===== src/rtl/tkucs_pkg.sv =====
`timescale 1ns / 1ps

package tkucs_pkg;

	localparam int MAX_SELECT_DEF = 16;

	localparam int DIST_W  = 32;
	localparam int INDEX_W = 16;
	localparam int LIMIT_W = 5;
	localparam int CFG_IDX_W = 2;

	// register map
	localparam logic [CFG_IDX_W-1:0] REG_FRUSTUM_ONLY   = 2'd0;
	localparam logic [CFG_IDX_W-1:0] REG_DEFER_ENABLE   = 2'd1;
	localparam logic [CFG_IDX_W-1:0] REG_DEFER_DISTANCE = 2'd2;
	localparam logic [CFG_IDX_W-1:0] REG_SELECT_LIMIT   = 2'd3;

	localparam logic [DIST_W-1:0]  DEFER_DISTANCE_RST = 32'd65536;
	localparam logic [LIMIT_W-1:0] SELECT_LIMIT_RST   = 5'd16;

	typedef struct packed {
		logic [INDEX_W-1:0] index;
		logic               active;
		logic               in_frustum;
		logic [DIST_W-1:0]  distance;
	} cand_t;

	typedef enum logic [2:0] {
		ST_IDLE,
		ST_INS_CMP,
		ST_INS_PUT,
		ST_FIN_RD,
		ST_FIN_LD,
		ST_FIN_NONE
	} state_t;

	// a strictly ahead of b: active, then visible, then nearer, then lower index
	function automatic logic ranks_before(input cand_t a, input cand_t b);
		logic r;
		if (a.active != b.active) begin
			r = a.active;
		end else if (a.in_frustum != b.in_frustum) begin
			r = a.in_frustum;
		end else if (a.distance != b.distance) begin
			r = a.distance < b.distance;
		end else begin
			r = a.index < b.index;
		end
		return r;
	endfunction

endpackage


===== src/rtl/top_k_update_candidate_selector_unit.sv =====
`timescale 1ns / 1ps
// Candidate item: accepted, then one table entry per cycle walked from the tail, as set by
//   the single compare unit and the single table read port; the input stalls meanwhile.
// Finish item: each emitted result takes a RAM read, then an output load, which waits out
//   any output stall; an empty table gives one result.
// Reset (arst_n low, asynchronous): table empty, registers 0, 1, 65536, 16; table RAM
//   contents are not cleared and are never read before being written.
module top_k_update_candidate_selector_unit #(
	parameter int MAX_SELECT = tkucs_pkg::MAX_SELECT_DEF
) (
	input  logic                            clk,
	input  logic                            arst_n,
	// config write channel
	input  logic                            cfg_valid,
	output logic                            cfg_ready,
	input  logic [tkucs_pkg::CFG_IDX_W-1:0] cfg_index,
	input  logic [tkucs_pkg::DIST_W-1:0]    cfg_data,
	// input items
	input  logic                            in_valid,
	output logic                            in_stall,
	input  logic                            kind,
	input  logic                            needs_update,
	input  logic                            active,
	input  logic                            in_frustum,
	input  logic                            has_published,
	input  logic                            population_pending,
	input  logic [tkucs_pkg::DIST_W-1:0]    distance,
	input  logic [tkucs_pkg::INDEX_W-1:0]   chunk_index,
	// result items
	output logic                            out_valid,
	input  logic                            out_stall,
	output logic [tkucs_pkg::INDEX_W-1:0]   sel_index,
	output logic                            sel_active,
	output logic                            sel_in_frustum,
	output logic [tkucs_pkg::DIST_W-1:0]    sel_distance,
	output logic                            none,
	output logic                            last
);
	import tkucs_pkg::*;

	// CW holds a count 0..MAX_SELECT, AW addresses the table
	localparam int CW = $clog2(MAX_SELECT + 1);
	localparam int AW = (MAX_SELECT > 1) ? $clog2(MAX_SELECT) : 1;
	localparam int LW = (CW > LIMIT_W) ? CW : LIMIT_W;

	// configuration registers
	logic              frustum_only_q;
	logic              defer_enable_q;
	logic [DIST_W-1:0] defer_distance_q;
	logic [LIMIT_W-1:0] select_limit_q;

	state_t state_q, state_d;

	logic [CW-1:0] cnt_q;    // entries held in the table
	logic [CW-1:0] pos_q;    // hole position while inserting
	logic [CW-1:0] k_q;      // emit pointer
	logic [CW-1:0] n_q;      // entries to emit
	cand_t         cand_q;   // candidate being inserted

	// table RAM, one write and one registered read per cycle
	cand_t   mem [MAX_SELECT];
	cand_t   rd_data_q;
	logic    rd_en, wr_en;
	logic [AW-1:0] rd_addr, wr_addr;
	cand_t   wr_data;

	// output register
	logic              out_valid_q;
	logic [INDEX_W-1:0] sel_index_q;
	logic              sel_active_q, sel_in_frustum_q, none_q, last_q;
	logic [DIST_W-1:0] sel_distance_q;
	logic              out_free, out_load, none_load;

	logic [LW-1:0] lim_ext;
	logic [CW-1:0] lim, n;
	logic          accept_in, keep, ahead, last_hit;
	cand_t         cand_in;
	logic [CW-1:0] n_m1, pos_m1, pos_m2;

	assign cfg_ready = 1'b1;
	assign in_stall  = (state_q != ST_IDLE);
	assign accept_in = in_valid && !in_stall;

	// effective limit: select_limit clipped to the table size
	assign lim_ext = (LW'(select_limit_q) > LW'(MAX_SELECT)) ? LW'(MAX_SELECT)
	                                                          : LW'(select_limit_q);
	assign lim = lim_ext[CW-1:0];
	assign n   = (cnt_q > lim) ? lim : cnt_q;

	// drop filter
	assign keep = needs_update
	              && !(frustum_only_q && !in_frustum && !active)
	              && !(defer_enable_q && !active && has_published && population_pending
	                   && (distance > defer_distance_q));

	assign cand_in = '{index: chunk_index, active: active, in_frustum: in_frustum,
	                   distance: distance};

	// the shared compare unit: new candidate against the entry just read
	assign ahead    = ranks_before(cand_q, rd_data_q);
	assign last_hit = ((k_q + 1'b1) == n_q);
	assign out_free = !out_valid_q || !out_stall;

	assign n_m1   = n - 1'b1;
	assign pos_m1 = pos_q - 1'b1;
	assign pos_m2 = pos_q - CW'(2);

	// configuration writes
	always_ff @(posedge clk or negedge arst_n) begin
		if (!arst_n) begin
			frustum_only_q   <= 1'b0;
			defer_enable_q   <= 1'b1;
			defer_distance_q <= DEFER_DISTANCE_RST;
			select_limit_q   <= SELECT_LIMIT_RST;
		end else if (cfg_valid && cfg_ready) begin
			case (cfg_index)
				REG_FRUSTUM_ONLY:   frustum_only_q   <= cfg_data[0];
				REG_DEFER_ENABLE:   defer_enable_q   <= cfg_data[0];
				REG_DEFER_DISTANCE: defer_distance_q <= cfg_data;
				REG_SELECT_LIMIT:   select_limit_q   <= cfg_data[LIMIT_W-1:0];
				default: ;
			endcase
		end
	end

	// next state
	always_comb begin
		state_d = state_q;
		case (state_q)
			ST_IDLE: begin
				if (accept_in) begin
					if (kind) begin
						state_d = (n == '0) ? ST_FIN_NONE : ST_FIN_RD;
					end else if (keep) begin
						state_d = (n == '0) ? ST_INS_PUT : ST_INS_CMP;
					end
				end
			end
			ST_INS_CMP: begin
				if (ahead) begin
					if (pos_q == CW'(1)) state_d = ST_INS_PUT;
				end else begin
					state_d = ST_IDLE;
				end
			end
			ST_INS_PUT:  state_d = ST_IDLE;
			ST_FIN_RD:   state_d = ST_FIN_LD;
			ST_FIN_LD: begin
				if (out_free) state_d = last_hit ? ST_IDLE : ST_FIN_RD;
			end
			ST_FIN_NONE: begin
				if (out_free) state_d = ST_IDLE;
			end
			default: state_d = ST_IDLE;
		endcase
	end

	// datapath controls
	always_comb begin
		rd_en     = 1'b0;
		rd_addr   = '0;
		wr_en     = 1'b0;
		wr_addr   = pos_q[AW-1:0];
		wr_data   = cand_q;
		out_load  = 1'b0;
		none_load = 1'b0;
		case (state_q)
			ST_IDLE: begin
				if (accept_in && !kind && keep && (n != '0)) begin
					rd_en   = 1'b1;
					rd_addr = n_m1[AW-1:0];
				end
			end
			ST_INS_CMP: begin
				// pushing an entry to pos drops it when pos is at or past the limit
				wr_en = (pos_q < lim);
				if (ahead) begin
					wr_data = rd_data_q;
					if (pos_q > CW'(1)) begin
						rd_en   = 1'b1;
						rd_addr = pos_m2[AW-1:0];
					end
				end
			end
			ST_INS_PUT: wr_en = (pos_q < lim);
			ST_FIN_RD: begin
				rd_en   = 1'b1;
				rd_addr = k_q[AW-1:0];
			end
			ST_FIN_LD:   out_load  = out_free;
			ST_FIN_NONE: none_load = out_free;
			default: ;
		endcase
	end

	always_ff @(posedge clk or negedge arst_n) begin
		if (!arst_n) begin
			state_q <= ST_IDLE;
			cnt_q   <= '0;
		end else begin
			state_q <= state_d;
			if (accept_in && kind) begin
				cnt_q <= '0;
			end else if (accept_in && keep) begin
				cnt_q <= (n < lim) ? (n + 1'b1) : n;
			end
		end
	end

	always_ff @(posedge clk) begin
		if (accept_in) begin
			cand_q <= cand_in;
			pos_q  <= n;
			n_q    <= n;
			k_q    <= '0;
		end else begin
			if ((state_q == ST_INS_CMP) && ahead) pos_q <= pos_m1;
			if (out_load) k_q <= k_q + 1'b1;
		end
	end

	// table RAM
	always_ff @(posedge clk) begin
		if (wr_en) mem[wr_addr] <= wr_data;
	end

	always_ff @(posedge clk) begin
		if (rd_en) rd_data_q <= mem[rd_addr];
	end

	// output register
	always_ff @(posedge clk or negedge arst_n) begin
		if (!arst_n) begin
			out_valid_q <= 1'b0;
		end else if (out_load || none_load) begin
			out_valid_q <= 1'b1;
		end else if (!out_stall) begin
			out_valid_q <= 1'b0;
		end
	end

	always_ff @(posedge clk) begin
		if (out_load) begin
			sel_index_q      <= rd_data_q.index;
			sel_active_q     <= rd_data_q.active;
			sel_in_frustum_q <= rd_data_q.in_frustum;
			sel_distance_q   <= rd_data_q.distance;
			none_q           <= 1'b0;
			last_q           <= last_hit;
		end else if (none_load) begin
			sel_index_q      <= '0;
			sel_active_q     <= 1'b0;
			sel_in_frustum_q <= 1'b0;
			sel_distance_q   <= '0;
			none_q           <= 1'b1;
			last_q           <= 1'b1;
		end
	end

	assign out_valid      = out_valid_q;
	assign sel_index      = sel_index_q;
	assign sel_active     = sel_active_q;
	assign sel_in_frustum = sel_in_frustum_q;
	assign sel_distance   = sel_distance_q;
	assign none           = none_q;
	assign last           = last_q;

	// checks
	a_cnt_bound: assert property (@(posedge clk) disable iff (!arst_n)
		cnt_q <= CW'(MAX_SELECT))
		else $error("table count above capacity");

	a_finish_clears: assert property (@(posedge clk) disable iff (!arst_n)
		(accept_in && kind) |=> (cnt_q == '0))
		else $error("finish did not clear the table");

	a_none_is_last: assert property (@(posedge clk) disable iff (!arst_n)
		(out_valid_q && none_q) |-> last_q)
		else $error("empty result not marked last");

	a_cmp_pos: assert property (@(posedge clk) disable iff (!arst_n)
		(state_q == ST_INS_CMP) |-> (pos_q != '0))
		else $error("compare with no entry above the hole");

endmodule


===== config.mk =====
export PLATFORM = sky130hd
export DESIGN_NAME = top_k_update_candidate_selector_unit
export DESIGN_NICKNAME = d
export VERILOG_FILES = /design/src/rtl/tkucs_pkg.sv /design/src/rtl/top_k_update_candidate_selector_unit.sv
export SDC_FILE = /design/constraint.sdc
export NUM_CORES = 1
export LEC_CHECK = 0
export ABC_AREA = 1
export CAP_MARGIN = 40
export CORE_MARGIN = 1.5
export CORE_UTILIZATION = 30
export DETAILED_ROUTE_END_ITERATION = 10
export DONT_BUFFER_PORTS = 1
export PLACE_DENSITY_LB_ADDON = 0.2
export SKIP_CTS_REPAIR_TIMING = 1
export SKIP_LAST_GASP = 1
export SYNTH_ARGS = -nofsm -noshare
export SYNTH_HDL_FRONTEND = slang
export SYNTH_SLANG_ARGS = --single-unit

===== constraint.sdc =====
create_clock -name clk -period 6.3 [get_ports clk]
set_input_delay 1.26 -clock clk [delete_from_list [all_inputs] [get_ports clk]]
set_output_delay 1.26 -clock clk [all_outputs]
set_load 0.005 [all_outputs]

==> results_dict.tcl, run 1 <==
set metrics [dict create \
    power.density_mw_per_mm2 487 \
    grt.total_usage_pct 18.2 \
    slew_headroom_pct 23.8 \
    path_class "flip-flop to flip-flop" \
    routed_wl_um 141000 \
    cp_common_cell "nand2_1" \
    fin_util_pct 34.6 \
    power.switching_w 0.00984 \
    dieHeight_um 393 \
    hpwl_um 77600 \
    final_antenna_net_count 0 \
    avgViaCountPerCell 4.84 \
    port_buffers 0 \
    cts_tree "yes" \
    synth_edf_count 961 \
    crit_slowest_cell "nor3b_1" \
    startpoint "rd_data_q[13]" \
    start_kind "flip-flop" \
    final_area_mm2 0.0520 \
    cts_made_buffers 108 \
    async_flop_share_pct 4.73 \
    vias 30300 \
    rows 142 \
    boundaryPins 148 \
    grt_pass1_vias 28900 \
    netlist_area_mm2 0.0456 \
    hold_slack_ns 0.208 \
    tightest_slew_ns 1.14 \
    overflow 0 \
    clock_path_buffers 3 \
    num-nets-final 4359 \
    coreArea_mm2 0.150 \
    crit_path_end "rd_data_q[32]" \
    fin_crit_ns 4.65 \
    wire_per_inst_um 22.5 \
    maxCapViolations 0 \
    clk_latency_ns 0.75 \
    finClkSkew_ns 0.0492 \
    grt_pass1_wl_um 205000 \
    intPower_w 0.0155 \
    final_cells 6261 \
    htree_num_levels 3 \
    tns_ns 0 \
    r2r_end "rd_data_q[32]" \
    rsz0062_at_grt "no" \
    hold_viol 0 \
    drtIter0Drc 2487 \
    drc_errors 0 \
    status "complete, no violations" \
    area_growth_pct 14.0 \
    path_cells "inv_1 -> ha_1 -> nand2_1 -> nor2_1 -> nor3b_1 -> nand3_1 -> nor2_1 -> inv_1 -> nand2_1 -> nand2_1 -> nand2_2 -> nand2_4 -> nor2_1 -> nand2_1 -> nand2_4 -> clkinv_2 -> buf_4 -> nand3_1 -> nand2_1" \
    routabilityCongestion 0.758 \
    setup_viol 0 \
    ys.flop_type "edfxtp_1" \
    slew_viol_final 0 \
    p_leak_nw 20.3 \
    layout-drive-gt1-share_pct 7.68 \
    seqPwrFrac_pct 38.0 \
    crit_cells 19 \
    synth_area_leader_cell "edfxtp_1" \
    cp-end-kind "flip-flop" \
    cp.buffers_inverters 4 \
    cts_sinks 1015 \
    clk_pin_slew_ns 0.06 \
    synth_top_area_share_pct 63.4 \
    firstDrtPassIters 6 \
    root_buffer "clkbuf_16" \
    clkPwrFrac_pct 24.5 \
    crit_fanout 26 \
    initial_core_util_pct 30.3 \
    synth.distinct_cells 44 \
    hold_class "input pin to asynchronous set/reset pin" \
    ff2ff_path_depth 19 \
    yosysSeqAreaShare_pct 66.3 \
    netSwitchingFraction_pct 38.9 \
    layout_common_cells "edfxtp_1 (961), nand3_1 (815), nand2_1 (748), inv_1 (603), nand3b_1 (252)" \
    timing.final.crit_share_pct 73.8 \
    p_comb_share_pct 37.5 \
    critPathRequiredTime_ns 6.76 \
    final_common_cell "edfxtp_1" \
    synth_area_leaders "edfxtp_1 (63%), nand3_1 (9.0%), nand2_1 (6.2%)" \
    die_area_mm2 0.154 \
    cpPeakStageDelay_ns 0.67 \
    reg2reg_from "rd_data_q[13]" \
    die_x_um 393 \
    dp.cells 6066 \
    syn_avg_cell_area_um2 11.0 \
    postSynthCellCount 4158 \
    grt_max_degree 181 \
    ir_drop_uv 534 \
    path_delay_family "simple AND/OR/NAND/NOR gates" \
    syn_nets 4357 \
    postPlaceCellArea_mm2 0.0486 \
    ff2ff_setup_slack_ns 1.65 \
    ys_warn_count 0 \
    synth_seq_cells 1015 \
    max_clock_freq_mhz 215 \
    arrival_ns 5.10 \
    grt_antenna_before_repair 12 \
]
## cells by family (layout without fill, tap and decap cells)
group | after synthesis | count (layout) | share of synthesized area (%)
xor gates and xnor gates | 10 | 10 | 0.192
other | 1 | 3 | 0.00823
and+or+nand+nor | 1989 | 1989 | 20.9
adders and majority gates | 106 | 106 | 2.91
DFF | 1015 | 1015 | 66.3
AOI/OAI and AO/OA | 196 | 196 | 2.31
muxes | 1 | 1 | 0.0247
buffers and inverters | 840 | 925 | 7.34
## power groups by stage
stage               combinational [W]  clock (W)  sequential, W
global route                   0.0106    0.00657        0.00969
floorplan                     0.00594          0        0.00972
detailed placement            0.00956          0        0.00977
global placement              0.00947          0        0.00977
finish                        0.00948    0.00619        0.00963
CTS                           0.00960    0.00633        0.00963
## registers in the layout, summed over array words and instances (netlist names)
signal            flops
mem                 800
cand_q               50
rd_data_q            50
defer_distance_q     32
sel_distance         32
sel_index            16
cnt_q                 5
k_q                   5
n_q                   5
pos_q                 5
select_limit_q        5
state_q               3
defer_enable_q        1
frustum_only_q        1
last                  1
none                  1
out_valid             1
sel_active            1
sel_in_frustum        1
## cell usage after synthesis, types with 2 or more instances
library cell,n
edfxtp_1,961
xor2_1,8
nand4_1,9
o21ai_2,4
o21a_1,6
nand3b_1,252
ha_1,106
dfxtp_1,6
or2_2,3
dfstp_2,3
dfrtp_1,45
inv_1,605
nor4_1,2
inv_2,3
buf_1,17
a21oi_1,83
nand2_2,2
nand3_1,816
nand3_2,2
o211ai_1,3
nor2_1,138
o21ai_0,89
a211oi_1,3
nor3_1,5
clkbuf_1,67
xnor2_1,2
buf_4,3
buf_2,145
nand2_1,753
a21o_1,3
## area by class of cell
type                    instances  area (um^2)
fillers                     15100        98400
flip-flops and latches       1015        30200
multi-input cells            2303        12200
clock buffers                 141         2900
well taps                    2016         2520
inverters                     608         2290
repair buffers                124         1360
clock inverters                52          468
diodes                          2         5.00
## worst register-to-register path, cell delays in order, from the launching register on
cell and delay [ns]:
edfxtp_1 0.32, inv_1 0.13, ha_1 0.33, nand2_1 0.06, nor2_1 0.19, nor3b_1 0.67
nand3_1 0.26, nor2_1 0.21, inv_1 0.06, nand2_1 0.06, nand2_1 0.14, nand2_2 0.17
nand2_4 0.19, nor2_1 0.18, nand2_1 0.11, nand2_4 0.51, clkinv_2 0.19, buf_4 0.35
nand3_1 0.21, nand2_1 0.06
## through the flow
stage	total power, W	setup WS (ns)
final	0.0253	1.65
after global routing	0.0268	1.37
after CTS	0.0256	1.70
after detailed placement	0.0193	1.29
after global placement	0.0192	1.18
after floorplan	0.0157	1.61
## routing by layer
| metal | share of wire [%] | track usage, % |
|---|---|---|
| met4 | 1.7 | 3.71 |
| met5 | 0.061 | 0 |
| met2 | 45 | 28.4 |
| met3 | 6.0 | 3.62 |
| met1 | 47 | 26.1 |
## how the worst min path moves through the flow
stage / start / end / slack (ns) / depth (start not counted)
detailed placement: select_limit_q[0] / select_limit_q[0] / 0.48 / 2
floorplan: defer_distance_q[1] / defer_distance_q[1] / 0.45 / 2
CTS: arst_n / state_q[0] / 0.15 / 0
global placement: select_limit_q[0] / select_limit_q[0] / 0.47 / 2
global route: arst_n / defer_distance_q[23] / 0.16 / 0
finish: arst_n / defer_distance_q[23] / 0.21 / 0
No activity file was read; power rests on OpenSTA's default activity.
==> run 2: changes to the inputs <==
clock period = 4.64 ns   (was 6.3 ns; I/O delays follow)
==> run 2 against run 1 <==
Effect of this change: final cell count grew 0.96%; setup slack lost 1.1 ns; first-iteration DRC count grew 10%; global-route usage grew 0.36 points; combinational power grew 42%; critical endpoint is now rd_data_q[25].
==> results_dict.tcl, run 2 (synthesis results as in run 1) <==
set metrics [dict create \
    initial_core_util_pct 30.3 \
    clk_pin_slew_ns 0.06 \
    final_antenna_net_count 0 \
    tightest_slew_ns 0.878 \
    largest_reg_flops 800 \
    wire_per_inst_um 22.8 \
    met3WireLength_um 10700 \
    highest_layer "met5" \
    rsz0062_at_grt "no" \
    setup_viol 0 \
    cts_made_buffers 112 \
    timing.final.crit_share_pct 88.3 \
    crit_fanout 91 \
    routed_wl_um 144000 \
    coreArea_mm2 0.150 \
    area_growth_pct 16.6 \
    clk_latency_ns 0.73 \
    firstDrtPassIters 5 \
    maxCapViolations 0 \
    r2r_end "rd_data_q[25]" \
    clock_path_buffers 3 \
    hold_class "input pin to asynchronous set/reset pin" \
    finClkSkew_ns 0.0256 \
    grt_pass1_wl_um 207000 \
    p_leak_nw 20.9 \
    path_class "flip-flop to flip-flop" \
    boundaryPins 148 \
    layout-drive-gt1-share_pct 8.90 \
    dieHeight_um 393 \
    grt.total_usage_pct 18.6 \
    htree_num_levels 3 \
    power.density_mw_per_mm2 675 \
    overflow 0 \
    drtIter0Drc 2746 \
    ir_drop_uv 490 \
    hold_viol 0 \
    hpwl_um 80900 \
    die_area_mm2 0.154 \
    startpoint "cand_q[13]" \
    path_cells "ha_1 -> nand2_1 -> nor2_1 -> nor3b_2 -> nand3_1 -> nor2_1 -> inv_1 -> nand2_1 -> nand2_1 -> nand2_2 -> nand4_4 -> nand2_8 -> buf_12 -> nand2_1 -> nand3_1 -> nand3_1 -> nand3_1 -> nand2_1" \
    ff2ff_path_depth 18 \
    reg_top3 "mem: 800 flops, cand_q: 50 flops, rd_data_q: 50 flops" \
    critPathRequiredTime_ns 5.11 \
    fin_crit_ns 4.10 \
    cts_sinks 1015 \
    arrival_ns 4.56 \
    slew_headroom_pct 41.5 \
    top_register "mem" \
    tns_ns 0 \
    reg2reg_from "cand_q[13]" \
    grt_pass1_vias 29100 \
    final_common_cell "edfxtp_1" \
    grt_max_degree 105 \
    ff2ff_setup_slack_ns 0.54 \
    rows 142 \
    hold_slack_ns 0.0456 \
    slew_viol_final 0 \
    routabilityCongestion 0.847 \
    crit_path_end "rd_data_q[25]" \
    cp-end-kind "flip-flop" \
    vias 30600 \
    num-nets-final 4405 \
    port_buffers 0 \
    avgViaCountPerCell 4.84 \
    status "complete, no violations" \
    drc_errors 0 \
    cts_tree "yes" \
    start_kind "flip-flop" \
    cp_common_cell "nand2_1" \
    die_x_um 393 \
    cpPeakStageDelay_ns 0.44 \
    max_clock_freq_mhz 244 \
    grt_antenna_before_repair 11 \
    wl_met2_um 65000 \
    layout_common_cells "edfxtp_1 (961), nand3_1 (815), nand2_1 (748), inv_1 (603), nand3b_1 (252)" \
    met1_length_um 65000 \
    crit_slowest_cell "edfxtp_1" \
    root_buffer "clkbuf_16" \
]
## run 2: cell count changes in the layout (fill, tap and decap cells not counted), sizes merged
cell,change
clkbuf,+10
buf,+42
clkinv,-3
bufinv,+11
diode,+1
inv,-1
## run 2: worst max-delay path, delay by kind of cell, from the launching register on
family | cells | cell delay [ns]
fa+ha+maj | 1 | 0.38
buf+inv | 2 | 0.48
flops | 1 | 0.44
simple gates | 15 | 2.47
## run 2: metrics by stage
step	setup WS (ns)	power (W)	instances	instance area, um^2	utilization [%]
3_3_place_gp	0.154	0.0268	6103	49200	32.7
4_1_cts	0.539	0.0362	6317	53100	35.3
6_report	0.542	0.0359	6321	53100	35.3
2_1_floorplan	0.000666	0.0213	4158	45600	-
3_5_place_dp	0.203	0.0268	6107	49200	32.8
5_1_grt	0.207	0.0379	6319	53100	35.3
## run 2: worst min path at each step
stage	start	endpoint	slack (ns)	cells after the start
2_1_floorplan	defer_distance_q[1]	defer_distance_q[1]	0.45	2
3_3_place_gp	select_limit_q[2]	select_limit_q[2]	0.47	2
3_5_place_dp	defer_enable_q	defer_enable_q	0.48	2
4_1_cts	arst_n	defer_distance_q[4]	-0.17	0
5_1_grt	arst_n	defer_distance_q[16]	0.005	0
6_report	arst_n	defer_distance_q[16]	0.05	0
## run 2: layout make-up
class                   count  area [um^2]
fillers                 15000        97200
flip-flops and latches   1015        30200
multi-input cells        2303        12200
clock buffers             151         3110
well taps                2016         2520
inverters                 608         2290
repair buffers            166         2040
clock inverters            59          696
diodes                      3         7.51
## run 2: metal layers
layer | vias up | track usage [%]
li1 | 14300 | -
met1 | 15200 | 26.2
met2 | 924 | 28.9
met3 | 193 | 3.73
met4 | 8 | 5.11
met5 | - | 0
## run 2: where the power goes
group	switching [W]	internal, W
combinational	0.00944	0.00407
clock	0.00373	0.00557
sequential	0.000378	0.0127
total	0.0136	0.0223
